==> src/hw/rtl/ppt_pkg.sv <==
// ----------------------------------------------------------------------------
// ppt_pkg: shared types and constants of the position and profit tracker
// Field widths, operation and state codes, and controller command/status.
// ----------------------------------------------------------------------------
`default_nettype none

package ppt_pkg;

  localparam int PRICE_W  = 24;
  localparam int QTY_W    = 20;
  localparam int FRAC_W   = 16;
  localparam int POS_W    = 32;
  localparam int PROFIT_W = 64;
  localparam int AVG_W    = PRICE_W + FRAC_W;
  localparam int HALF_W   = AVG_W / 2;
  localparam int MUL_B_W  = POS_W;
  localparam int PROD_W   = HALF_W + MUL_B_W;
  localparam int ACC_W    = AVG_W + MUL_B_W;
  localparam int DVS_W    = MUL_B_W + 1;
  localparam int DIV_STEPS = AVG_W;
  localparam int DCNT_W   = $clog2(DIV_STEPS);
  localparam int STEP_W   = 2;

  localparam logic [STEP_W-1:0] STEP_LAST_AVG  = STEP_W'(3);
  localparam logic [STEP_W-1:0] STEP_LAST_DIFF = STEP_W'(1);
  localparam logic [DCNT_W-1:0] DIV_LAST       = DCNT_W'(DIV_STEPS - 1);

  localparam logic REQ_FILL  = 1'b0;
  localparam logic REQ_MARK  = 1'b1;
  localparam logic SIDE_BUY  = 1'b0;
  localparam logic SIDE_SELL = 1'b1;

  localparam logic [POS_W-1:0]    POS_MAX    = {1'b0, {(POS_W-1){1'b1}}};
  localparam logic [POS_W-1:0]    POS_MIN    = {1'b1, {(POS_W-1){1'b0}}};
  localparam logic [PROFIT_W-1:0] PROFIT_MAX = {1'b0, {(PROFIT_W-1){1'b1}}};
  localparam logic [PROFIT_W-1:0] PROFIT_MIN = {1'b1, {(PROFIT_W-1){1'b0}}};

  typedef enum logic [1:0] {
    OP_NONE,
    OP_AVG,
    OP_REAL,
    OP_MARK
  } ppt_op_e;

  typedef enum logic [2:0] {
    S_IDLE,
    S_START,
    S_MUL_P,
    S_MUL_A,
    S_DIV_INIT,
    S_DIV,
    S_FIN
  } ppt_state_e;

  typedef struct packed {
    logic              capture;
    logic              acc_clr;
    logic              mul_go;
    logic              acc_add;
    logic [STEP_W-1:0] step;
    logic              div_load;
    logic              div_step;
    logic              commit;
  } ppt_cmd_t;

  typedef struct packed {
    ppt_op_e op;
    logic    out_free;
  } ppt_sts_t;

endpackage

`default_nettype wire

==> src/hw/rtl/ppt_if.sv <==
// ----------------------------------------------------------------------------
// ppt_if: request and result channels of the position and profit tracker
// Valid/ready channels; a transfer happens when valid and ready are high.
// ----------------------------------------------------------------------------
`default_nettype none

interface ppt_req_if import ppt_pkg::*; ();
  logic               valid;
  logic               ready;
  logic               req_type;
  logic               side;
  logic [PRICE_W-1:0] price;
  logic [QTY_W-1:0]   quantity;

  modport source (output valid, req_type, side, price, quantity, input ready);
  modport sink   (input valid, req_type, side, price, quantity, output ready);
endinterface

interface ppt_res_if import ppt_pkg::*; ();
  logic                       valid;
  logic                       ready;
  logic signed [POS_W-1:0]    position;
  logic        [AVG_W-1:0]    entry_price;
  logic signed [PROFIT_W-1:0] booked_profit;
  logic signed [PROFIT_W-1:0] open_profit;

  modport source (output valid, position, entry_price, booked_profit, open_profit,
                  input ready);
  modport sink   (input valid, position, entry_price, booked_profit, open_profit,
                  output ready);
endinterface

`default_nettype wire

==> src/hw/rtl/ppt_ctrl.sv <==
// ----------------------------------------------------------------------------
// ppt_ctrl: sequencer of the position and profit tracker
// Steps the multiply-accumulate, the radix-2 divider and the state commit.
// ----------------------------------------------------------------------------
`default_nettype none

module ppt_ctrl import ppt_pkg::*; (
  input  wire logic     clk_i,
  input  wire logic     rst_ni,
  input  wire logic     req_valid_i,
  output logic          req_ready_o,
  input  wire ppt_sts_t sts_i,
  output ppt_cmd_t      cmd_o
);

  ppt_state_e        state_q, state_d;
  logic [STEP_W-1:0] step_q, step_d;
  logic [DCNT_W-1:0] cnt_q, cnt_d;
  logic [STEP_W-1:0] step_last;

  assign step_last = (sts_i.op == OP_AVG) ? STEP_LAST_AVG : STEP_LAST_DIFF;

  always_comb begin
    state_d = state_q;
    unique case (state_q)
      S_IDLE:     if (req_valid_i) state_d = S_START;
      S_START:    state_d = (sts_i.op == OP_NONE) ? S_FIN : S_MUL_P;
      S_MUL_P:    state_d = S_MUL_A;
      S_MUL_A: begin
        if (step_q == step_last) begin
          state_d = (sts_i.op == OP_AVG) ? S_DIV_INIT : S_FIN;
        end else begin
          state_d = S_MUL_P;
        end
      end
      S_DIV_INIT: state_d = S_DIV;
      S_DIV:      if (cnt_q == DIV_LAST) state_d = S_FIN;
      S_FIN:      if (sts_i.out_free) state_d = S_IDLE;
      default:    state_d = S_IDLE;
    endcase
  end

  always_comb begin
    step_d = step_q;
    cnt_d  = cnt_q;
    if (state_q == S_START) step_d = '0;
    if (state_q == S_MUL_A) step_d = step_q + 1'b1;
    if (state_q == S_DIV_INIT) cnt_d = '0;
    if (state_q == S_DIV) cnt_d = cnt_q + 1'b1;
  end

  always_comb begin
    req_ready_o = 1'b0;
    cmd_o       = '0;
    cmd_o.step  = step_q;
    unique case (state_q)
      S_IDLE: begin
        req_ready_o   = 1'b1;
        cmd_o.capture = req_valid_i;
      end
      S_START:    cmd_o.acc_clr  = 1'b1;
      S_MUL_P:    cmd_o.mul_go   = 1'b1;
      S_MUL_A:    cmd_o.acc_add  = 1'b1;
      S_DIV_INIT: cmd_o.div_load = 1'b1;
      S_DIV:      cmd_o.div_step = 1'b1;
      S_FIN:      cmd_o.commit   = sts_i.out_free;
      default: ;
    endcase
  end

  always_ff @(posedge clk_i or negedge rst_ni) begin
    if (!rst_ni) begin
      state_q <= S_IDLE;
      step_q  <= '0;
      cnt_q   <= '0;
    end else begin
      state_q <= state_d;
      step_q  <= step_d;
      cnt_q   <= cnt_d;
    end
  end

`ifndef NO_ASSERTIONS
  a_step_diff: assert property (@(posedge clk_i) disable iff (!rst_ni)
    (state_q == S_MUL_A && sts_i.op != OP_AVG) |-> (step_q <= STEP_LAST_DIFF))
    else $error("product step beyond the difference product");

  a_div_avg: assert property (@(posedge clk_i) disable iff (!rst_ni)
    (state_q == S_DIV || state_q == S_DIV_INIT) |-> (sts_i.op == OP_AVG))
    else $error("divider running for an item that does not average");

  a_op_hold: assert property (@(posedge clk_i) disable iff (!rst_ni)
    (state_q != S_IDLE && state_q != S_START) |-> $stable(sts_i.op))
    else $error("operation changed while an item is in progress");
`endif

endmodule

`default_nettype wire

==> src/hw/rtl/ppt_dp.sv <==
// ----------------------------------------------------------------------------
// ppt_dp: datapath of the position and profit tracker
// Decode, 20x32 multiply-accumulate, radix-2 divider, saturation, state.
// ----------------------------------------------------------------------------
`default_nettype none

module ppt_dp import ppt_pkg::*; (
  input  wire logic     clk_i,
  input  wire logic     rst_ni,
  ppt_req_if.sink       req,
  ppt_res_if.source     res,
  input  wire ppt_cmd_t cmd_i,
  output ppt_sts_t      sts_o
);

  // architectural state
  logic [POS_W-1:0]    net_pos_q;
  logic [AVG_W-1:0]    avg_q;
  logic [PROFIT_W-1:0] booked_q;
  logic [PROFIT_W-1:0] open_q;
  logic                out_valid_q;

  // captured item
  ppt_op_e             op_q, op_d;
  logic                sell_q, cross_q, cross_d, dneg_q, dneg_d;
  logic [AVG_W-1:0]    mag_q, mag_d, px_q;
  logic [MUL_B_W-1:0]  nmul_q, nmul_d, absq_q;
  logic [QTY_W-1:0]    qty_q;

  // decode
  logic                pos_neg, pos_pos;
  logic [MUL_B_W-1:0]  abs_pos, qty_ext;
  logic [AVG_W-1:0]    px_in, dif_a, dif_b;

  always_comb begin
    pos_neg = net_pos_q[POS_W-1];
    pos_pos = !pos_neg && (net_pos_q != '0);
    abs_pos = pos_neg ? (~net_pos_q + 1'b1) : net_pos_q;
    px_in   = {req.price, {FRAC_W{1'b0}}};
    qty_ext = {{(MUL_B_W-QTY_W){1'b0}}, req.quantity};
    op_d    = OP_NONE;
    dif_a   = avg_q;
    dif_b   = px_in;
    nmul_d  = abs_pos;
    cross_d = qty_ext > abs_pos;
    if (req.req_type == REQ_MARK) begin
      op_d = OP_MARK;
      if (pos_pos) begin
        dif_a = px_in;
        dif_b = avg_q;
      end
    end else if (req.quantity != '0) begin
      if (req.side == SIDE_BUY) begin
        op_d = pos_neg ? OP_REAL : OP_AVG;
      end else if (pos_pos) begin
        op_d  = OP_REAL;
        dif_a = px_in;
        dif_b = avg_q;
      end else begin
        op_d = OP_AVG;
      end
      if (op_d == OP_REAL && !cross_d) nmul_d = qty_ext;
    end
    dneg_d = dif_a < dif_b;
    mag_d  = dneg_d ? (dif_b - dif_a) : (dif_a - dif_b);
  end

  always_ff @(posedge clk_i) begin
    if (cmd_i.capture) begin
      sell_q  <= req.side;
      cross_q <= cross_d;
      dneg_q  <= dneg_d;
      mag_q   <= mag_d;
      nmul_q  <= nmul_d;
      absq_q  <= abs_pos;
      px_q    <= px_in;
      qty_q   <= req.quantity;
    end
  end

  always_ff @(posedge clk_i or negedge rst_ni) begin
    if (!rst_ni) begin
      op_q <= OP_NONE;
    end else if (cmd_i.capture) begin
      op_q <= op_d;
    end
  end

  // multiply-accumulate over 20-bit halves
  logic [AVG_W-1:0]   mul_src;
  logic [HALF_W-1:0]  mul_a;
  logic [MUL_B_W-1:0] mul_b;
  logic [PROD_W-1:0]  prod_q;
  logic               prod_hi_q;
  logic [ACC_W-1:0]   acc_q;

  always_comb begin
    if (op_q == OP_AVG) begin
      mul_src = cmd_i.step[1] ? px_q : avg_q;
      mul_b   = cmd_i.step[1] ? {{(MUL_B_W-QTY_W){1'b0}}, qty_q} : absq_q;
    end else begin
      mul_src = mag_q;
      mul_b   = nmul_q;
    end
    mul_a = cmd_i.step[0] ? mul_src[AVG_W-1:HALF_W] : mul_src[HALF_W-1:0];
  end

  always_ff @(posedge clk_i) begin
    if (cmd_i.mul_go) begin
      prod_q    <= {{(PROD_W-HALF_W){1'b0}}, mul_a} * {{(PROD_W-MUL_B_W){1'b0}}, mul_b};
      prod_hi_q <= cmd_i.step[0];
    end
    if (cmd_i.acc_clr) begin
      acc_q <= '0;
    end else if (cmd_i.acc_add) begin
      acc_q <= acc_q + (prod_hi_q ? {prod_q, {HALF_W{1'b0}}} : {{HALF_W{1'b0}}, prod_q});
    end
  end

  // restoring divider, one quotient bit per cycle
  logic [DVS_W-1:0] rem_q, dvs_q;
  logic [AVG_W-1:0] quo_q;
  logic [DVS_W:0]   rem_sh, rem_sub;
  logic             rem_ge;

  assign rem_sh  = {rem_q, quo_q[AVG_W-1]};
  assign rem_sub = rem_sh - {1'b0, dvs_q};
  assign rem_ge  = rem_sh >= {1'b0, dvs_q};

  always_ff @(posedge clk_i) begin
    if (cmd_i.div_load) begin
      rem_q <= {1'b0, acc_q[ACC_W-1:AVG_W]};
      quo_q <= acc_q[AVG_W-1:0];
      dvs_q <= {1'b0, absq_q} + {{(DVS_W-QTY_W){1'b0}}, qty_q};
    end else if (cmd_i.div_step) begin
      rem_q <= rem_ge ? rem_sub[DVS_W-1:0] : rem_sh[DVS_W-1:0];
      quo_q <= {quo_q[AVG_W-2:0], rem_ge};
    end
  end

  // saturation and commit
  logic                term_ovf;
  logic [PROFIT_W-1:0] term;
  logic [PROFIT_W:0]   bsum;
  logic [PROFIT_W-1:0] booked_d;
  logic [POS_W+1:0]    pos_ext, qty_w, psum;
  logic [POS_W-1:0]    pos_d;

  always_comb begin
    term_ovf = |acc_q[ACC_W-1:PROFIT_W-1];
    if (!dneg_q) begin
      term = term_ovf ? PROFIT_MAX : acc_q[PROFIT_W-1:0];
    end else begin
      term = term_ovf ? PROFIT_MIN : (~acc_q[PROFIT_W-1:0] + 1'b1);
    end
    bsum = {booked_q[PROFIT_W-1], booked_q} + {term[PROFIT_W-1], term};
    if (bsum[PROFIT_W] != bsum[PROFIT_W-1]) begin
      booked_d = bsum[PROFIT_W] ? PROFIT_MIN : PROFIT_MAX;
    end else begin
      booked_d = bsum[PROFIT_W-1:0];
    end
    pos_ext = {{2{net_pos_q[POS_W-1]}}, net_pos_q};
    qty_w   = {{(POS_W+2-QTY_W){1'b0}}, qty_q};
    psum    = sell_q ? (pos_ext - qty_w) : (pos_ext + qty_w);
    if (psum[POS_W+1:POS_W-1] == 3'b000 || psum[POS_W+1:POS_W-1] == 3'b111) begin
      pos_d = psum[POS_W-1:0];
    end else begin
      pos_d = psum[POS_W+1] ? POS_MIN : POS_MAX;
    end
  end

  always_ff @(posedge clk_i or negedge rst_ni) begin
    if (!rst_ni) begin
      net_pos_q   <= '0;
      avg_q       <= '0;
      booked_q    <= '0;
      open_q      <= '0;
      out_valid_q <= 1'b0;
    end else begin
      if (cmd_i.commit) begin
        case (op_q)
          OP_AVG: begin
            avg_q     <= quo_q;
            net_pos_q <= pos_d;
          end
          OP_REAL: begin
            booked_q  <= booked_d;
            net_pos_q <= pos_d;
            if (cross_q) avg_q <= px_q;
          end
          OP_MARK: open_q <= term;
          default: ;
        endcase
      end
      if (cmd_i.commit) begin
        out_valid_q <= 1'b1;
      end else if (res.ready) begin
        out_valid_q <= 1'b0;
      end
    end
  end

  assign res.valid         = out_valid_q;
  assign res.position      = net_pos_q;
  assign res.entry_price   = avg_q;
  assign res.booked_profit = booked_q;
  assign res.open_profit   = open_q;

  assign sts_o.op       = op_q;
  assign sts_o.out_free = !out_valid_q || res.ready;

`ifndef NO_ASSERTIONS
  a_rem_below: assert property (@(posedge clk_i) disable iff (!rst_ni)
    cmd_i.div_step |-> (rem_q < dvs_q))
    else $error("divider remainder not below divisor");

  a_commit_free: assert property (@(posedge clk_i) disable iff (!rst_ni)
    cmd_i.commit |-> (!out_valid_q || res.ready))
    else $error("result overwritten before transfer");

  a_valid_drop: assert property (@(posedge clk_i) disable iff (!rst_ni)
    (out_valid_q && res.ready && !cmd_i.commit) |=> !out_valid_q)
    else $error("result repeated after transfer");

  a_mark_pos: assert property (@(posedge clk_i) disable iff (!rst_ni)
    (cmd_i.commit && op_q == OP_MARK) |=> ($stable(net_pos_q) && $stable(booked_q)))
    else $error("mark changed position or booked profit");
`endif

endmodule

`default_nettype wire

==> src/hw/rtl/position_pnl_tracker_top.sv <==
// ----------------------------------------------------------------------------
// position_pnl_tracker_top: average-cost position and profit tracker
// Net position, average entry, realized and unrealized profit per item.
// ----------------------------------------------------------------------------
// One item is in work at a time and every item returns one result with the
// figures after it. A request is taken when the block is idle. A fill of zero
// quantity goes straight to the result; a mark or a reducing fill first forms
// two 20x32 partial products, and a fill that opens or adds to the position
// forms the partial products of its weighted average, which then goes through
// a restoring divider that yields one of 40 quotient bits per cycle. The next
// request is taken in the cycle after the result is loaded. The result
// register stands apart from the request side: a new request is taken while
// the last result waits.
`default_nettype none

module position_pnl_tracker_top import ppt_pkg::*; (
  input  wire logic clk_i,
  input  wire logic rst_ni,
  ppt_req_if.sink   req_i,
  ppt_res_if.source res_o
);

  ppt_cmd_t cmd;
  ppt_sts_t sts;

  ppt_ctrl u_ctrl (
    .clk_i       (clk_i),
    .rst_ni      (rst_ni),
    .req_valid_i (req_i.valid),
    .req_ready_o (req_i.ready),
    .sts_i       (sts),
    .cmd_o       (cmd)
  );

  ppt_dp u_dp (
    .clk_i  (clk_i),
    .rst_ni (rst_ni),
    .req    (req_i),
    .res    (res_o),
    .cmd_i  (cmd),
    .sts_o  (sts)
  );

endmodule

`default_nettype wire

==> src/flat_wrapper.sv <==
// flat-port wrapper written by rule: the top's interface ports become plain ports
module position_pnl_tracker_top_flat import ppt_pkg::*;
  (clk_i, rst_ni, req_i_valid, req_i_req_type, req_i_side, req_i_price, req_i_quantity, req_i_ready, res_o_valid, res_o_position, res_o_entry_price, res_o_booked_profit, res_o_open_profit, res_o_ready);
  ppt_req_if req_i_i ();
  ppt_res_if res_o_i ();
  input  wire logic clk_i;
  input  wire logic rst_ni;
  input wire logic [$bits(req_i_i.valid)-1:0] req_i_valid;
  input wire logic [$bits(req_i_i.req_type)-1:0] req_i_req_type;
  input wire logic [$bits(req_i_i.side)-1:0] req_i_side;
  input wire logic [$bits(req_i_i.price)-1:0] req_i_price;
  input wire logic [$bits(req_i_i.quantity)-1:0] req_i_quantity;
  output wire logic [$bits(req_i_i.ready)-1:0] req_i_ready;
  output wire logic [$bits(res_o_i.valid)-1:0] res_o_valid;
  output wire logic [$bits(res_o_i.position)-1:0] res_o_position;
  output wire logic [$bits(res_o_i.entry_price)-1:0] res_o_entry_price;
  output wire logic [$bits(res_o_i.booked_profit)-1:0] res_o_booked_profit;
  output wire logic [$bits(res_o_i.open_profit)-1:0] res_o_open_profit;
  input wire logic [$bits(res_o_i.ready)-1:0] res_o_ready;
  assign req_i_i.valid = req_i_valid;
  assign req_i_i.req_type = req_i_req_type;
  assign req_i_i.side = req_i_side;
  assign req_i_i.price = req_i_price;
  assign req_i_i.quantity = req_i_quantity;
  assign req_i_ready = req_i_i.ready;
  assign res_o_valid = res_o_i.valid;
  assign res_o_position = res_o_i.position;
  assign res_o_entry_price = res_o_i.entry_price;
  assign res_o_booked_profit = res_o_i.booked_profit;
  assign res_o_open_profit = res_o_i.open_profit;
  assign res_o_i.ready = res_o_ready;
  position_pnl_tracker_top u_core (.clk_i(clk_i), .rst_ni(rst_ni), .req_i(req_i_i), .res_o(res_o_i));
endmodule
==> config.mk <==
export PLATFORM = sky130hd
export DESIGN_NAME = position_pnl_tracker_top_flat
export DESIGN_NICKNAME = d
export VERILOG_FILES = /design/src/hw/rtl/ppt_pkg.sv /design/src/hw/rtl/ppt_if.sv /design/src/hw/rtl/ppt_ctrl.sv /design/src/hw/rtl/ppt_dp.sv /design/src/hw/rtl/position_pnl_tracker_top.sv /design/src/flat_wrapper.sv
export SDC_FILE = /design/constraint.sdc
export NUM_CORES = 2
export LEC_CHECK = 0
export BUFFER_PORTS_ARGS = -buffer_cell sky130_fd_sc_hd__buf_2
export CAP_MARGIN = 20
export CORE_MARGIN = 2
export CORE_UTILIZATION = 59
export DETAILED_ROUTE_END_ITERATION = 6
export MAX_ROUTING_LAYER = met4
export PLACE_DENSITY = 0.91
export SLEW_MARGIN = 5
export SYNTH_ARGS = -nofsm -noshare
export SYNTH_HDL_FRONTEND = slang
export SYNTH_SLANG_ARGS = --single-unit
==> constraint.sdc <==
create_clock -name clk_i -period 9.09 [get_ports clk_i]
set_input_delay 1.3635 -clock clk_i [delete_from_list [all_inputs] [get_ports clk_i]]
set_output_delay 1.3635 -clock clk_i [all_outputs]
set_load 0.05 [all_outputs]
==> impl_metrics.tcl <==
set metrics [dict create \
    run_status "finished with violations" \
    violations_in_the_final_reports "DRC" \
    num_vias 58491 \
    total_iterations_of_the_first_detailed_routing_run 7 \
    critPathMaxStageDelay_ns 0.57 \
    pre_cts_slack_ns 0.0367 \
    core_region_area_um2 110000 \
    timing.slew.headroom_pct 27.1 \
    overflow 0 \
    die_footprint_um2 113000 \
    holdCritPathClass "reg2reg" \
    yosys_warnings 0 \
    maximum_fanout_along_the_worst_path 22 \
    placementRows 122 \
    boundaryPins 252 \
    most_frequent_cells_in_the_layout "sky130_fd_sc_hd__nand2_1 (1081), sky130_fd_sc_hd__inv_1 (829), sky130_fd_sc_hd__nor2_1 (737)" \
    fillerInstances 9073 \
    syn-num-nets 8727 \
    fin_crit_ns 8.90 \
    cts-buffers-inserted 71 \
    hold_violations 0 \
    timing_worst_setup_path_type "reg2reg" \
    dp_hpwl_mm 181 \
    clock_tree_from_tritoncts "done" \
    critical_path.endpoint_type "flip-flop" \
    critPathLaunchType "flip-flop" \
    initial_utilization_pct 59.3 \
    netlist_instances 7645 \
    synth_ff_type "sky130_fd_sc_hd__edfxtp_1" \
    clock_tree.buffer_depth 3 \
    synth.largest_area_cell "sky130_fd_sc_hd__fa_1" \
    timing.max_cap.violations 0 \
    critPathRequiredTime_ns 9.51 \
    synth.avg_cell_area_um2 8.54 \
    worst_skew_pair.late_latency_ns 0.69 \
    worstPathArrival_ns 9.32 \
    maxSlewViolCount 0 \
    critical_path_buf_inv_count 9 \
    wl_mm 228 \
    die_height_um 337 \
    grt_start_max_net_pins 102 \
    grt_antenna_before_repair 28 \
    achievable-frequency_ghz 0.112 \
    synth.distinct_cells 86 \
    finalNetCount 8878 \
    detailedRoute.firstIterationViolations 6137 \
    fraction_of_the_yosys_area_taken_by_sequential_cells_pct 24.6 \
    io_buffer_count 251 \
    endpoints_failing_setup 0 \
    crit_top_cell "sky130_fd_sc_hd__fa_1" \
    synth-edff-count 309 \
    area_growth_syn_to_layout_pct 9.56 \
    ant_nets 0 \
    min_period_over_period_pct 97.9 \
    timing.clock.skew_ns 0.0507 \
    ys_ff_latch 596 \
    synth_async_sr_flop_share_pct 35.9 \
    grt_first_pass_wirelength_mm 342 \
    avgRoutedWirePerCell_um 24.4 \
    routabilityCongestion 1.06 \
    first_global_vias 56872 \
    clkSlewWorstSetupHoldPaths_ns 0.06 \
    die_w_um 337 \
    synth_largest_type_area_fraction_pct 16.6 \
    synth_area_leaders "sky130_fd_sc_hd__fa_1 (17%), sky130_fd_sc_hd__edfxtp_1 (14%), sky130_fd_sc_hd__ha_1 (9.4%)" \
    vias_per_cell 6.25 \
    commonest_non_fill_non_tap_cell_in_the_layout "sky130_fd_sc_hd__nand2_1" \
    post-route-drc-count 13 \
    syn-cell-area_um2 65300 \
    cpLargestDelayFamily "adder cells" \
    drive_above_1_share_pct 10.1 \
    cts_root_buffer_type "sky130_fd_sc_hd__clkbuf_16" \
    tritoncts_num_sinks 596 \
    layout_setup_ws_ns 0.194 \
    grtUsageTotal_pct 40.8 \
    slowest_stage "sky130_fd_sc_hd__fa_1" \
    worst_pin_slew_ns 1.09 \
    cts_htree_levels 3 \
]
[kinds of logic after synthesis]
logic type	share of synthesized area, %
buf+inv	6.99
simple gates	17.0
compound gates	16.4
flops	24.6
mux	4.20
xor+xnor	4.83
fa+ha+maj	26.0
[cells in the mapped netlist, drive strengths merged, types with 42 or more instances]
library cell	n
o21a	69
nand3	97
edfxtp	309
ha	489
nand2b	65
clkbuf	331
o31ai	57
and2	85
o21bai	61
a21o	216
fa	543
xnor2	234
nor2b	71
nand2	1083
nor2	739
a21oi	550
o21ai	374
dfxtp	73
buf	42
xor2	126
nand4	74
dfrtp	214
a31oi	47
nor3	83
inv	830
and3	46
mux2	132
mux2i	110
[per-stage QoR]
step / instances / setup TNS, ns / hold slack [ns] / utilization (%) / cell area [um2]
floorplan: 7645 / 0 / 0.423 / - / 65300
CTS: 9338 / 0 / 0.500 / 64.8 / 71400
global placement: 9207 / 0 / 0.480 / 62.4 / 68800
detailed placement: 9208 / 0 / 0.488 / 62.4 / 68800
finish: 9358 / 0 / 0.497 / 64.9 / 71600
global route: 9358 / -0.0408 / 0.508 / 64.9 / 71600
[timing repair]
| item | in CTS | in global routing |
|---|---|---|
| hold buffers | 0 | 0 |
| setup endpoints to repair | 0 | 13 |
| buffers inserted | 0 | 1 |
| resized for setup | 0 | 28 |
[flip-flops by register name (all words and copies together) (netlist names)]
register / cells
u_core.u_dp.res.open_profit: 64
u_core.u_dp.acc_q: 72
u_core.u_dp.px_q: 24
u_core.u_dp.res.entry_price: 40
u_core.u_dp.dvs_q: 33
u_core.u_dp.mag_q: 40
u_core.u_dp.qty_q: 20
u_core.u_dp.op_q: 2
u_core.u_ctrl.step_q: 2
u_core.u_dp.cross_q: 1
u_core.u_dp.nmul_q: 32
u_core.u_dp.quo_q: 40
u_core.u_dp.absq_q: 32
u_core.u_dp.prod_q: 52
u_core.u_ctrl.cnt_q: 6
u_core.u_dp.res.booked_profit: 64
u_core.u_dp.res.valid: 1
u_core.u_dp.rem_q: 33
u_core.u_dp.res.position: 32
u_core.u_ctrl.state_q: 3
u_core.u_dp.dneg_q: 1
u_core.u_dp.sell_q: 1
u_core.u_dp.prod_hi_q: 1
[worst paths after layout]
path	slack, ns	cells after the start	endpoint	from
setup reg to reg	0.19	32	u_core.u_dp.prod_q[44]	u_core.u_dp.op_q[1]
hold reg to reg	0.50	1	u_core.u_ctrl.cnt_q[5]	u_core.u_ctrl.cnt_q[5]
max in group asynchronous	6.96	2	u_core.u_dp.res.position[25]	rst_ni
min in group asynchronous	0.70	1	u_core.u_dp.res.booked_profit[21]	rst_ni
setup / recovery	0.19	32	u_core.u_dp.prod_q[44]	u_core.u_dp.op_q[1]
hold / removal	0.50	1	u_core.u_ctrl.cnt_q[5]	u_core.u_ctrl.cnt_q[5]
[metal layers]
metal / vias up / GRT usage [%] / routed length (um)
met3: 620 / 9.75 / 24500
met1: 28374 / 51.2 / 88500
met5: - / - / 0
met4: 0 / 19.0 / 12300
li1: 26208 / - / -
met2: 3289 / 62.6 / 103000
[cell type report]
cell class	count	area [um2]	area share [%]
Antenna cell	17	42.5	0.0594
Clock buffer	85	1840	2.57
Clock inverter	45	739	1.03
Inverter	832	3120	4.36
Multi-Input combinational cell	5845	44900	62.7
Sequential cell	596	16100	22.5
Tap cell	1488	1860	2.60
Timing Repair Buffer	450	2960	4.13
Power is left out: the tool's default activity adds up to more than one toggle a clock period on the data nets, which glitch-free logic cannot reach.
